**config.mk**
```make
export PLATFORM = sky130hd
export DESIGN_NAME = windowed_rsi_engine_unit
export DESIGN_NICKNAME = d
export VERILOG_FILES = /design/src/hdl/wrsi_pkg.sv /design/src/hdl/wrsi_ctrl.sv /design/src/hdl/wrsi_dp.sv /design/src/hdl/windowed_rsi_engine_unit.sv
export VERILOG_INCLUDE_DIRS = /design/src /design/src/hdl
export SDC_FILE = /design/constraint.sdc
export NUM_CORES = 2
export LEC_CHECK = 0
export BUFFER_PORTS_ARGS = -buffer_cell sky130_fd_sc_hd__buf_2
export CAP_MARGIN = 20
export CORE_UTILIZATION = 41
export CTS_CLUSTER_SIZE = 14
export DETAILED_ROUTE_END_ITERATION = 16
export PLACE_DENSITY = 0.52
export SLEW_MARGIN = 40
export SYNTH_ARGS = -nofsm -noshare
export SYNTH_HDL_FRONTEND = slang
export SYNTH_HIERARCHICAL = 1
export SYNTH_SLANG_ARGS = --single-unit
```
**constraint.sdc**
```tcl
create_clock -name clk_i -period 7.7 [get_ports clk_i]
set_clock_uncertainty 0.1 [all_clocks]
set_input_delay 2.31 -clock clk_i [delete_from_list [all_inputs] [get_ports clk_i]]
set_output_delay 2.31 -clock clk_i [all_outputs]
set_load 0.05 [all_outputs]
```
**src/hdl/windowed_rsi_engine_unit_defines.svh**
```systemverilog
// Assertion macros shared by the RSI engine modules.
// Each macro expects clk_i and rst_ni in the scope where it is used.
`ifndef WINDOWED_RSI_ENGINE_UNIT_DEFINES_SVH
`define WINDOWED_RSI_ENGINE_UNIT_DEFINES_SVH

// Same-cycle implication
`define WRSI_ASSERT_NOW(lbl, ante, cons, msg) \
  lbl: assert property (@(posedge clk_i) disable iff (!rst_ni) (ante) |-> (cons)) \
    else $error(msg);

// Next-cycle implication
`define WRSI_ASSERT_NEXT(lbl, ante, cons, msg) \
  lbl: assert property (@(posedge clk_i) disable iff (!rst_ni) (ante) |=> (cons)) \
    else $error(msg);

`endif

```
**src/hdl/wrsi_pkg.sv**
```systemverilog
package wrsi_pkg;

  // Register and result widths
  localparam int CFG_W   = 7;
  localparam int SEEN_W  = CFG_W + 1;
  localparam int CENTI_W = 14;
  localparam int QUOT_W  = 14;
  localparam int STEP_W  = 4;

  localparam logic [CFG_W-1:0]   PERIOD_RESET  = 7'd14;
  localparam logic [CENTI_W-1:0] NEUTRAL_CENTI = 14'd5000;
  localparam logic [CENTI_W-1:0] FULL_CENTI    = 14'd10000;
  localparam logic [STEP_W-1:0]  LAST_STEP     = 4'(QUOT_W - 1);

  // Controller states
  typedef enum logic [2:0] {
    ST_IDLE,
    ST_EVAL,
    ST_RETIRE,
    ST_UPDATE,
    ST_SCALE,
    ST_DIVIDE,
    ST_DONE
  } state_e;

  // Controller to datapath
  typedef struct packed {
    logic accept;
    logic cfg_write;
    logic eval;
    logic retire;
    logic update;
    logic scale;
    logic div_step;
    logic load_out;
  } cmd_t;

  // Datapath to controller
  typedef struct packed {
    logic seen_zero;
    logic full;
    logic loss_zero;
    logic out_busy;
  } status_t;

endpackage

```
**src/hdl/wrsi_ctrl.sv**
```systemverilog
`include "windowed_rsi_engine_unit_defines.svh"

module wrsi_ctrl (
  input  logic              clk_i,
  input  logic              rst_ni,
  input  logic              in_valid_i,
  input  logic              cfg_valid_i,
  input  wrsi_pkg::status_t status_i,
  output logic              in_stall_o,
  output logic              cfg_ready_o,
  output wrsi_pkg::cmd_t    cmd_o
);

  wrsi_pkg::state_e state_q, state_d;
  logic [wrsi_pkg::STEP_W-1:0] cnt_q, cnt_d;

  // State and divide step counter
  always_ff @(posedge clk_i or negedge rst_ni) begin
    if (!rst_ni) begin
      state_q <= wrsi_pkg::ST_IDLE;
      cnt_q   <= '0;
    end else begin
      state_q <= state_d;
      cnt_q   <= cnt_d;
    end
  end

  // Next state
  always_comb begin
    state_d = state_q;
    cnt_d   = cnt_q;
    case (state_q)
      wrsi_pkg::ST_IDLE: begin
        if (in_valid_i) state_d = wrsi_pkg::ST_EVAL;
      end
      wrsi_pkg::ST_EVAL: begin
        if (status_i.seen_zero) state_d = wrsi_pkg::ST_SCALE;
        else if (status_i.full) state_d = wrsi_pkg::ST_RETIRE;
        else                    state_d = wrsi_pkg::ST_UPDATE;
      end
      wrsi_pkg::ST_RETIRE: state_d = wrsi_pkg::ST_UPDATE;
      wrsi_pkg::ST_UPDATE: state_d = wrsi_pkg::ST_SCALE;
      wrsi_pkg::ST_SCALE: begin
        cnt_d = wrsi_pkg::LAST_STEP;
        if (!status_i.full || status_i.loss_zero) state_d = wrsi_pkg::ST_DONE;
        else                                      state_d = wrsi_pkg::ST_DIVIDE;
      end
      wrsi_pkg::ST_DIVIDE: begin
        cnt_d = cnt_q - 1'b1;
        if (cnt_q == '0) state_d = wrsi_pkg::ST_DONE;
      end
      wrsi_pkg::ST_DONE: begin
        if (!status_i.out_busy) state_d = wrsi_pkg::ST_IDLE;
      end
      default: state_d = wrsi_pkg::ST_IDLE;
    endcase
  end

  // Outputs
  always_comb begin
    cmd_o       = '0;
    in_stall_o  = 1'b1;
    cfg_ready_o = 1'b0;
    case (state_q)
      wrsi_pkg::ST_IDLE: begin
        in_stall_o       = 1'b0;
        cfg_ready_o      = 1'b1;
        cmd_o.accept     = in_valid_i;
        cmd_o.cfg_write  = cfg_valid_i;
      end
      wrsi_pkg::ST_EVAL:   cmd_o.eval     = 1'b1;
      wrsi_pkg::ST_RETIRE: cmd_o.retire   = 1'b1;
      wrsi_pkg::ST_UPDATE: cmd_o.update   = 1'b1;
      wrsi_pkg::ST_SCALE:  cmd_o.scale    = 1'b1;
      wrsi_pkg::ST_DIVIDE: cmd_o.div_step = 1'b1;
      wrsi_pkg::ST_DONE:   cmd_o.load_out = !status_i.out_busy;
      default: ;
    endcase
  end

  `WRSI_ASSERT_NEXT(a_accept_eval, in_valid_i && !in_stall_o, state_q == wrsi_pkg::ST_EVAL, "accepted transaction did not start evaluation")
  `WRSI_ASSERT_NEXT(a_div_len, state_q == wrsi_pkg::ST_DIVIDE && cnt_q != '0, state_q == wrsi_pkg::ST_DIVIDE, "divide ended early")
  `WRSI_ASSERT_NOW(a_load_free, cmd_o.load_out, !status_i.out_busy, "result loaded over a pending transaction")

endmodule

```
**src/hdl/wrsi_dp.sv**
```systemverilog
`include "windowed_rsi_engine_unit_defines.svh"

module wrsi_dp #(
  parameter int MAX_PERIOD = 64,
  parameter int PRICE_BITS = 32
) (
  input  logic                          clk_i,
  input  logic                          rst_ni,
  input  wrsi_pkg::cmd_t                cmd_i,
  output wrsi_pkg::status_t             status_o,
  input  logic [PRICE_BITS-1:0]         price_i,
  input  logic                          series_start_i,
  input  logic [wrsi_pkg::CFG_W-1:0]    cfg_data_i,
  input  logic                          out_stall_i,
  output logic                          out_valid_o,
  output logic [wrsi_pkg::CENTI_W-1:0]  rsi_centi_o,
  output logic                          warm_o
);

  localparam int CHG_W = PRICE_BITS + 1;
  localparam int PTR_W = $clog2(MAX_PERIOD);
  localparam int SUM_W = PRICE_BITS + $clog2(MAX_PERIOD);
  localparam int NUM_W = SUM_W + wrsi_pkg::QUOT_W;
  localparam int AW    = ((PTR_W > wrsi_pkg::CFG_W) ? PTR_W : wrsi_pkg::CFG_W) + 1;

  logic [wrsi_pkg::CFG_W-1:0]  period_q;
  logic [wrsi_pkg::SEEN_W-1:0] seen_q;
  logic [wrsi_pkg::SEEN_W-1:0] full_cnt;
  logic [PTR_W-1:0]            ptr_q;
  logic [PTR_W-1:0]            old_idx;
  logic [PRICE_BITS-1:0]       last_q;
  logic [PRICE_BITS-1:0]       price_q;
  logic [CHG_W-1:0]            change_q;
  logic [CHG_W-1:0]            rd_q;
  logic [SUM_W-1:0]            gain_q;
  logic [SUM_W-1:0]            loss_q;
  logic [NUM_W-1:0]            rem_q;
  logic [NUM_W-1:0]            dsh_q;
  logic [wrsi_pkg::QUOT_W-1:0] quot_q;
  logic                        out_valid_q;
  logic [wrsi_pkg::CENTI_W-1:0] rsi_q;
  logic                        warm_q;

  logic [CHG_W-1:0]            ring_mem [MAX_PERIOD];

  logic [wrsi_pkg::CFG_W-1:0]  period_wr;
  logic                        clear_hist;
  logic [AW-1:0]               ptr_ext;
  logic [AW-1:0]               per_ext;
  logic [AW-1:0]               old_ext;
  logic [CHG_W-1:0]            src_chg;
  logic [CHG_W-1:0]            src_neg;
  logic [SUM_W-1:0]            src_gain;
  logic [SUM_W-1:0]            src_loss;
  logic [SUM_W-1:0]            den;
  logic [NUM_W-1:0]            gain_ext;
  logic [NUM_W-1:0]            num;
  logic [wrsi_pkg::CENTI_W-1:0] rsi_sel;

  // Period clamp on write
  always_comb begin
    period_wr = cfg_data_i;
    if (cfg_data_i == '0) begin
      period_wr = wrsi_pkg::CFG_W'(1);
    end else if (32'(cfg_data_i) > MAX_PERIOD) begin
      period_wr = wrsi_pkg::CFG_W'(MAX_PERIOD);
    end
  end

  assign clear_hist = cmd_i.cfg_write || (cmd_i.accept && series_start_i);
  assign full_cnt   = {1'b0, period_q} + 1'b1;

  // Oldest change in the window: (ptr - period) mod MAX_PERIOD
  assign ptr_ext = AW'(ptr_q);
  assign per_ext = AW'(period_q);
  assign old_ext = (ptr_ext >= per_ext) ? (ptr_ext - per_ext)
                                        : (ptr_ext + AW'(MAX_PERIOD) - per_ext);
  assign old_idx = old_ext[PTR_W-1:0];

  // Split a signed change into gain and loss magnitudes
  assign src_chg  = cmd_i.retire ? rd_q : change_q;
  assign src_neg  = ~src_chg + 1'b1;
  assign src_gain = (!src_chg[CHG_W-1]) ? SUM_W'(src_chg[PRICE_BITS-1:0]) : '0;
  assign src_loss = src_chg[CHG_W-1] ? SUM_W'(src_neg[PRICE_BITS-1:0]) : '0;

  // Divider setup: numerator gain*10000 as shift-add, denominator gain+loss
  assign den      = gain_q + loss_q;
  assign gain_ext = NUM_W'(gain_q);
  assign num      = (gain_ext << 13) + (gain_ext << 10) + (gain_ext << 9)
                  + (gain_ext << 8) + (gain_ext << 4);

  // Window state
  always_ff @(posedge clk_i or negedge rst_ni) begin
    if (!rst_ni) begin
      period_q <= wrsi_pkg::PERIOD_RESET;
      seen_q   <= '0;
      ptr_q    <= '0;
      last_q   <= '0;
      gain_q   <= '0;
      loss_q   <= '0;
    end else begin
      if (cmd_i.cfg_write) period_q <= period_wr;
      if (clear_hist) begin
        seen_q <= '0;
        ptr_q  <= '0;
        gain_q <= '0;
        loss_q <= '0;
      end else if (cmd_i.eval) begin
        last_q <= price_q;
        if (seen_q == '0) seen_q <= wrsi_pkg::SEEN_W'(1);
      end else if (cmd_i.retire) begin
        gain_q <= gain_q - src_gain;
        loss_q <= loss_q - src_loss;
      end else if (cmd_i.update) begin
        gain_q <= gain_q + src_gain;
        loss_q <= loss_q + src_loss;
        ptr_q  <= (ptr_q == PTR_W'(MAX_PERIOD - 1)) ? '0 : ptr_q + 1'b1;
        if (seen_q < full_cnt) seen_q <= seen_q + 1'b1;
      end
    end
  end

  // Change ring, registered read
  always_ff @(posedge clk_i) begin
    if (cmd_i.update) ring_mem[ptr_q] <= change_q;
    rd_q <= ring_mem[old_idx];
  end

  // Sample, change and restoring divider
  always_ff @(posedge clk_i) begin
    if (cmd_i.accept) price_q <= price_i;
    if (cmd_i.eval) change_q <= {1'b0, price_q} - {1'b0, last_q};
    if (cmd_i.scale) begin
      rem_q  <= num;
      dsh_q  <= NUM_W'(den) << (wrsi_pkg::QUOT_W - 1);
      quot_q <= '0;
    end else if (cmd_i.div_step) begin
      if (rem_q >= dsh_q) begin
        rem_q  <= rem_q - dsh_q;
        quot_q <= {quot_q[wrsi_pkg::QUOT_W-2:0], 1'b1};
      end else begin
        quot_q <= {quot_q[wrsi_pkg::QUOT_W-2:0], 1'b0};
      end
      dsh_q <= dsh_q >> 1;
    end
  end

  // Result select
  always_comb begin
    if (!status_o.full)        rsi_sel = wrsi_pkg::NEUTRAL_CENTI;
    else if (status_o.loss_zero) rsi_sel = wrsi_pkg::FULL_CENTI;
    else                       rsi_sel = quot_q;
  end

  // Output register
  always_ff @(posedge clk_i or negedge rst_ni) begin
    if (!rst_ni) begin
      out_valid_q <= 1'b0;
    end else if (cmd_i.load_out) begin
      out_valid_q <= 1'b1;
    end else if (!out_stall_i) begin
      out_valid_q <= 1'b0;
    end
  end

  always_ff @(posedge clk_i) begin
    if (cmd_i.load_out) begin
      rsi_q  <= rsi_sel;
      warm_q <= status_o.full;
    end
  end

  assign status_o.seen_zero = (seen_q == '0);
  assign status_o.full      = (seen_q >= full_cnt);
  assign status_o.loss_zero = (loss_q == '0);
  assign status_o.out_busy  = out_valid_q && out_stall_i;

  assign out_valid_o = out_valid_q;
  assign rsi_centi_o = rsi_q;
  assign warm_o      = warm_q;

  `WRSI_ASSERT_NOW(a_rsi_range, out_valid_q, rsi_q <= wrsi_pkg::FULL_CENTI, "result above full scale")
  `WRSI_ASSERT_NOW(a_cold_neutral, out_valid_q && !warm_q, rsi_q == wrsi_pkg::NEUTRAL_CENTI, "cold result not neutral")
  `WRSI_ASSERT_NOW(a_seen_sat, 1'b1, seen_q <= full_cnt, "seen count past saturation")

endmodule

```
**src/hdl/windowed_rsi_engine_unit.sv**
```systemverilog
// Channel  Direction  Handshake                   Payload
// in       input      in_valid_i / in_stall_o     price_i, series_start_i
// out      output     out_valid_o / out_stall_i   rsi_centi_o, warm_o
// cfg      input      cfg_valid_i / cfg_ready_o   cfg_data_i (rsi_period)
//
// An item skips the divider while not warm or with no losses in the window, and
// otherwise runs the 14-step restoring divider before its result is loaded.
// The window update reads the change ring once, subtracts the retired change, then adds the new one.
// Reset clears the history and sets the period to 14; no clearing pass is needed.
// A new transaction is accepted while the previous result waits on out_stall_i;
// the block holds in the final cycle until the output register is free.

module windowed_rsi_engine_unit #(
  parameter int MAX_PERIOD = 64,
  parameter int PRICE_BITS = 32
) (
  input  logic                          clk_i,
  input  logic                          rst_ni,
  input  logic                          in_valid_i,
  output logic                          in_stall_o,
  input  logic [PRICE_BITS-1:0]         price_i,
  input  logic                          series_start_i,
  output logic                          out_valid_o,
  input  logic                          out_stall_i,
  output logic [wrsi_pkg::CENTI_W-1:0]  rsi_centi_o,
  output logic                          warm_o,
  input  logic                          cfg_valid_i,
  output logic                          cfg_ready_o,
  input  logic [wrsi_pkg::CFG_W-1:0]    cfg_data_i
);

  wrsi_pkg::cmd_t    cmd;
  wrsi_pkg::status_t status;

  // Sequencer
  wrsi_ctrl u_ctrl (
    .clk_i       (clk_i),
    .rst_ni      (rst_ni),
    .in_valid_i  (in_valid_i),
    .cfg_valid_i (cfg_valid_i),
    .status_i    (status),
    .in_stall_o  (in_stall_o),
    .cfg_ready_o (cfg_ready_o),
    .cmd_o       (cmd)
  );

  // Window, sums, divider and output register
  wrsi_dp #(
    .MAX_PERIOD (MAX_PERIOD),
    .PRICE_BITS (PRICE_BITS)
  ) u_dp (
    .clk_i          (clk_i),
    .rst_ni         (rst_ni),
    .cmd_i          (cmd),
    .status_o       (status),
    .price_i        (price_i),
    .series_start_i (series_start_i),
    .cfg_data_i     (cfg_data_i),
    .out_stall_i    (out_stall_i),
    .out_valid_o    (out_valid_o),
    .rsi_centi_o    (rsi_centi_o),
    .warm_o         (warm_o)
  );

endmodule
```
==> results by group <==
Outcome
  – Status: finished with violations
  – Failing checks: antenna violations

Setup path
  – Crit Path Category: reg2reg
  – Worst path bufs/invs: 3
  – Crit-path slowest cell: nor3b_4
  – CP max FO: 10
  – Endpoint class of the critical path: flip-flop
  – Nature of the critical path startpoint: flip-flop
  – CP max stage delay: 0.52 ns
  – Largest delay share family, worst path: compound AO/OA/AOI/OAI gates
  – Worst path arrival time: 7.72 ns
  – Critical Path RT: 8.30 ns

GRT
  – Largest net degree at the start of global routing: 102
  – Initial antenna violation count: 17
  – GRT Total Usage: 0.233
  – Vias in the first global route: 62500
  – First-pass GRT wire length: 456000 µm
  – Grt total ovfl: 0

Finish
  – Nets@finish: 7284
  – Area grow syn2layout: 13.6%
  – Core Util, Final: 0.468
  – Fillers: 23100
  – Cell area after layout: 127000 µm²
  – Share of cells above drive strength 1: 0.216

Yosys
  – Syn. warnings: 6
  – Area share of the largest cell type after synthesis: 0.614
  – Post-synthesis mux area share: 0.147
  – Dominant combinational cell family by area after synthesis: multiplexers
  – Mapped Area: 112000 µm²
  – Compound-gate portion of the synthesized area: 0.0621
  – Register area share after synthesis: 0.655
  – Post-Syn Nets: 7002
  – Cells after synthesis: 6575
  – Avg Synthesized Cell Area: 17.0 µm²
  – Largest cells by area after synthesis: edfxtp_1, mux4_2, ha_1, dfrtp_1, fa_1
  – Simple-gate share of the synthesized area: 0.0474
  – Synth Area in Adders: 0.0502
  – Count of flip-flops with a built-in enable after synthesis: 2282
  – Cell accounting for the most synthesized area: edfxtp_1
  – Distinct cells, synth: 109
  – Post-Synth XOR/XNOR Area: 0.0219
  – FFs w/ async S/R, synth: 0.0553
  – Post-synthesis register bit count: 2479
  – Top FF cell, synth: edfxtp_1

Drt
  – Starting DRT DRC Count: 6036
  – Detail Route Antenna Nets: 1
  – WL final: 320000 µm
  – Vias/cell: 5.79
  – Drt pass-1 iters: 7
  – Vias: 61700
  – DRC errors left: 0
  – WL/cell: 30.0 µm

Clocking
  – CTS tree: yes
  – Setup bufs post-CTS: 0
  – Clk buf depth: 4
  – Root buf cell: clkbuf_16
  – CTS sink count: 2479
  – Clock transition at path regs: 0.06 ns
  – H-tree levels: 5
  – CTS buffer count: 273
  – Clk Latency, worst-skew pair: 0.87 ns
  – Post_cts resized: 0

Timing
  – Final setup vio count: 0
  – Max-slew violation total from the final report: 0
  – Final worst-path cycle share: 0.924
  – Final TNS setup: 0 ns
  – Slew HR: 0.394
  – Worst slew pin tran: 0.883 ns
  – Final hold vios: 0
  – Tmin final: 7.12 ns
  – RSZ-0062 raised after global routing: false
  – Achievable Freq: 0.140 GHz

Die
  – Io pins: 63
  – Die area: 274000 µm²
  – Core ar.: 271000 µm²
  – Die span in x: 524 µm
  – Row count: 191
  – Die Height: 524 µm
  – Initial Utilization: 0.412

Placement
  – Placement Cell Area: 118000 µm²
  – I/O Buffers: 62
  – RD Place Congestion: 0.869
  – Detailed Place HPWL: 195000 µm

Job
  – Max-Cap Viols: 0

Hold path
  – Hold Path Class: reg2reg
[flip-flops by register name, indices dropped and copies added (netlist names)]
register and cells:
u_ctrl/cnt_q 4, u_ctrl/state_q 3, u_dp/change_q 33, u_dp/dsh_q 51, u_dp/gain_q 38, u_dp/last_q 32, u_dp/loss_q 38, u_dp/out_valid_o 1
u_dp/period_q 7, u_dp/price_q 32, u_dp/ptr_q 6, u_dp/quot_q 14, u_dp/rd_q 33, u_dp/rem_q 52, u_dp/ring_mem 2112, u_dp/rsi_centi_o 14
u_dp/seen_q 8, u_dp/warm_o 1
[kinds of logic (layout without fill, tap and decap cells)]
family | Yosys count | in the layout
DFF | 2479 | 2479
AOI/OAI and AO/OA | 1088 | 1088
and+or+nand+nor | 1081 | 1082
muxes | 804 | 804
buffers and inverters | 462 | 956
adders and majority gates | 382 | 382
xor gates and xnor gates | 279 | 279
other | 0 | 20
[cell type report]
type,instances,area (µm²),area share
clock buffer,342,7480,0.0590
timing repair buffer,281,2360,0.0186
antenna,20,50.0,0.000395
inverter,187,702,0.00554
clock inverter,146,1220,0.00963
tap,3570,4470,0.0352
sequential,2479,73200,0.577
multi-input combinational,3635,37400,0.295
[layout by cell type, fill, tap and decap left out, types with 32 or more instances in the layout]
| master | instances |
|---|---|
| edfxtp_1 | 2282 |
| mux4_2 | 660 |
| a21oi_1 | 290 |
| clkbuf_16 | 287 |
| nand2_1 | 287 |
| o21ai_0 | 280 |
| ha_1 | 271 |
| nor2_1 | 260 |
| inv_1 | 183 |
| buf_4 | 181 |
| xnor2_1 | 156 |
| a21o_1 | 136 |
| dfrtp_1 | 134 |
| xor2_1 | 119 |
| fa_1 | 109 |
| mux2i_1 | 93 |
| nor2b_1 | 70 |
| nor2_4 | 66 |
| clkinv_1 | 62 |
| nand3_1 | 62 |
| buf_2 | 61 |
| dfxtp_1 | 60 |
| nor3_1 | 55 |
| a211oi_1 | 55 |
| clkbuf_1 | 46 |
| nand2b_1 | 46 |
| o21a_1 | 45 |
| mux2_2 | 43 |
| clkinv_2 | 42 |
| o21bai_1 | 36 |
| nand4_1 | 34 |
| or3_1 | 32 |
[metrics by stage]
stage / worst slack, ns / instances / hold slack [ns]
after floorplan: 1.03 / 6575 / 0.356
after global placement: 0.621 / 10100 / 0.373
after detailed placement: 0.527 / 10100 / 0.388
after CTS: 0.515 / 10600 / 0.399
after global routing: 0.251 / 10700 / 0.416
final: 0.581 / 10700 / 0.398
[cells in the mapped netlist (all sizes together), types with 13 or more instances]
cell	n
buf	79
nand4	34
a31oi	29
inv	187
edfxtp	2282
xnor2	159
mux2i	101
nor2b	70
nand2	287
fa	110
nor4	30
o22ai	13
o21bai	36
nor3	59
a22o	14
o31ai	27
ha	272
mux2	43
nor2	327
a21oi	293
and3	26
o211ai	18
o21ai	285
nand2b	46
and2	24
a211oi	63
or3	34
a21o	140
o21a	46
mux4	660
xor2	120
clkbuf	196
nand3	65
dfrtp	134
dfxtp	60
[worst register-to-register path, delay by kind of cell, from the launching register on]
family	cells	cell delay (ns)
AO/OA/AOI/OAI	14	3.28
AND/OR/NAND/NOR	3	1.31
buffers and inverters	3	0.48
XOR/XNOR	2	0.56
adder cells (fa/ha/maj)	2	0.67
flip-flops	1	0.46
multiplexers	1	0.14
[metal layers]
metal / vias to the layer above / share of wire / GRT usage
li1: 26900 / - / -
met1: 32600 / 0.44 / 0.327
met2: 1814 / 0.48 / 0.383
met3: 415 / 0.053 / 0.0296
met4: 0 / 0.027 / 0.0664
met5: - / 0 / 0
[final timing paths]
check	from	to	slack, ns	cells past startpoint
min in group asynchronous	rst_ni	u_dp/last_q[30]	1.28	1
worst min-delay path	u_dp/last_q[0]	u_dp/last_q[0]	0.40	2
worst min register to register	u_dp/last_q[0]	u_dp/last_q[0]	0.40	2
worst max-delay path	u_ctrl/state_q[0]	u_dp/loss_q[36]	0.58	25
max in group asynchronous	rst_ni	u_ctrl/cnt_q[3]	5.09	2
worst max register to register	u_ctrl/state_q[0]	u_dp/loss_q[36]	0.58	25
[timing repair]
action	in CTS	in global routing
setup endpoints to repair	0	1
hold buffers	0	0
hold endpoints to repair	0	0
Power is not shown: default switching activity piles up to over one toggle a cycle in this logic, so the estimate is an artifact.
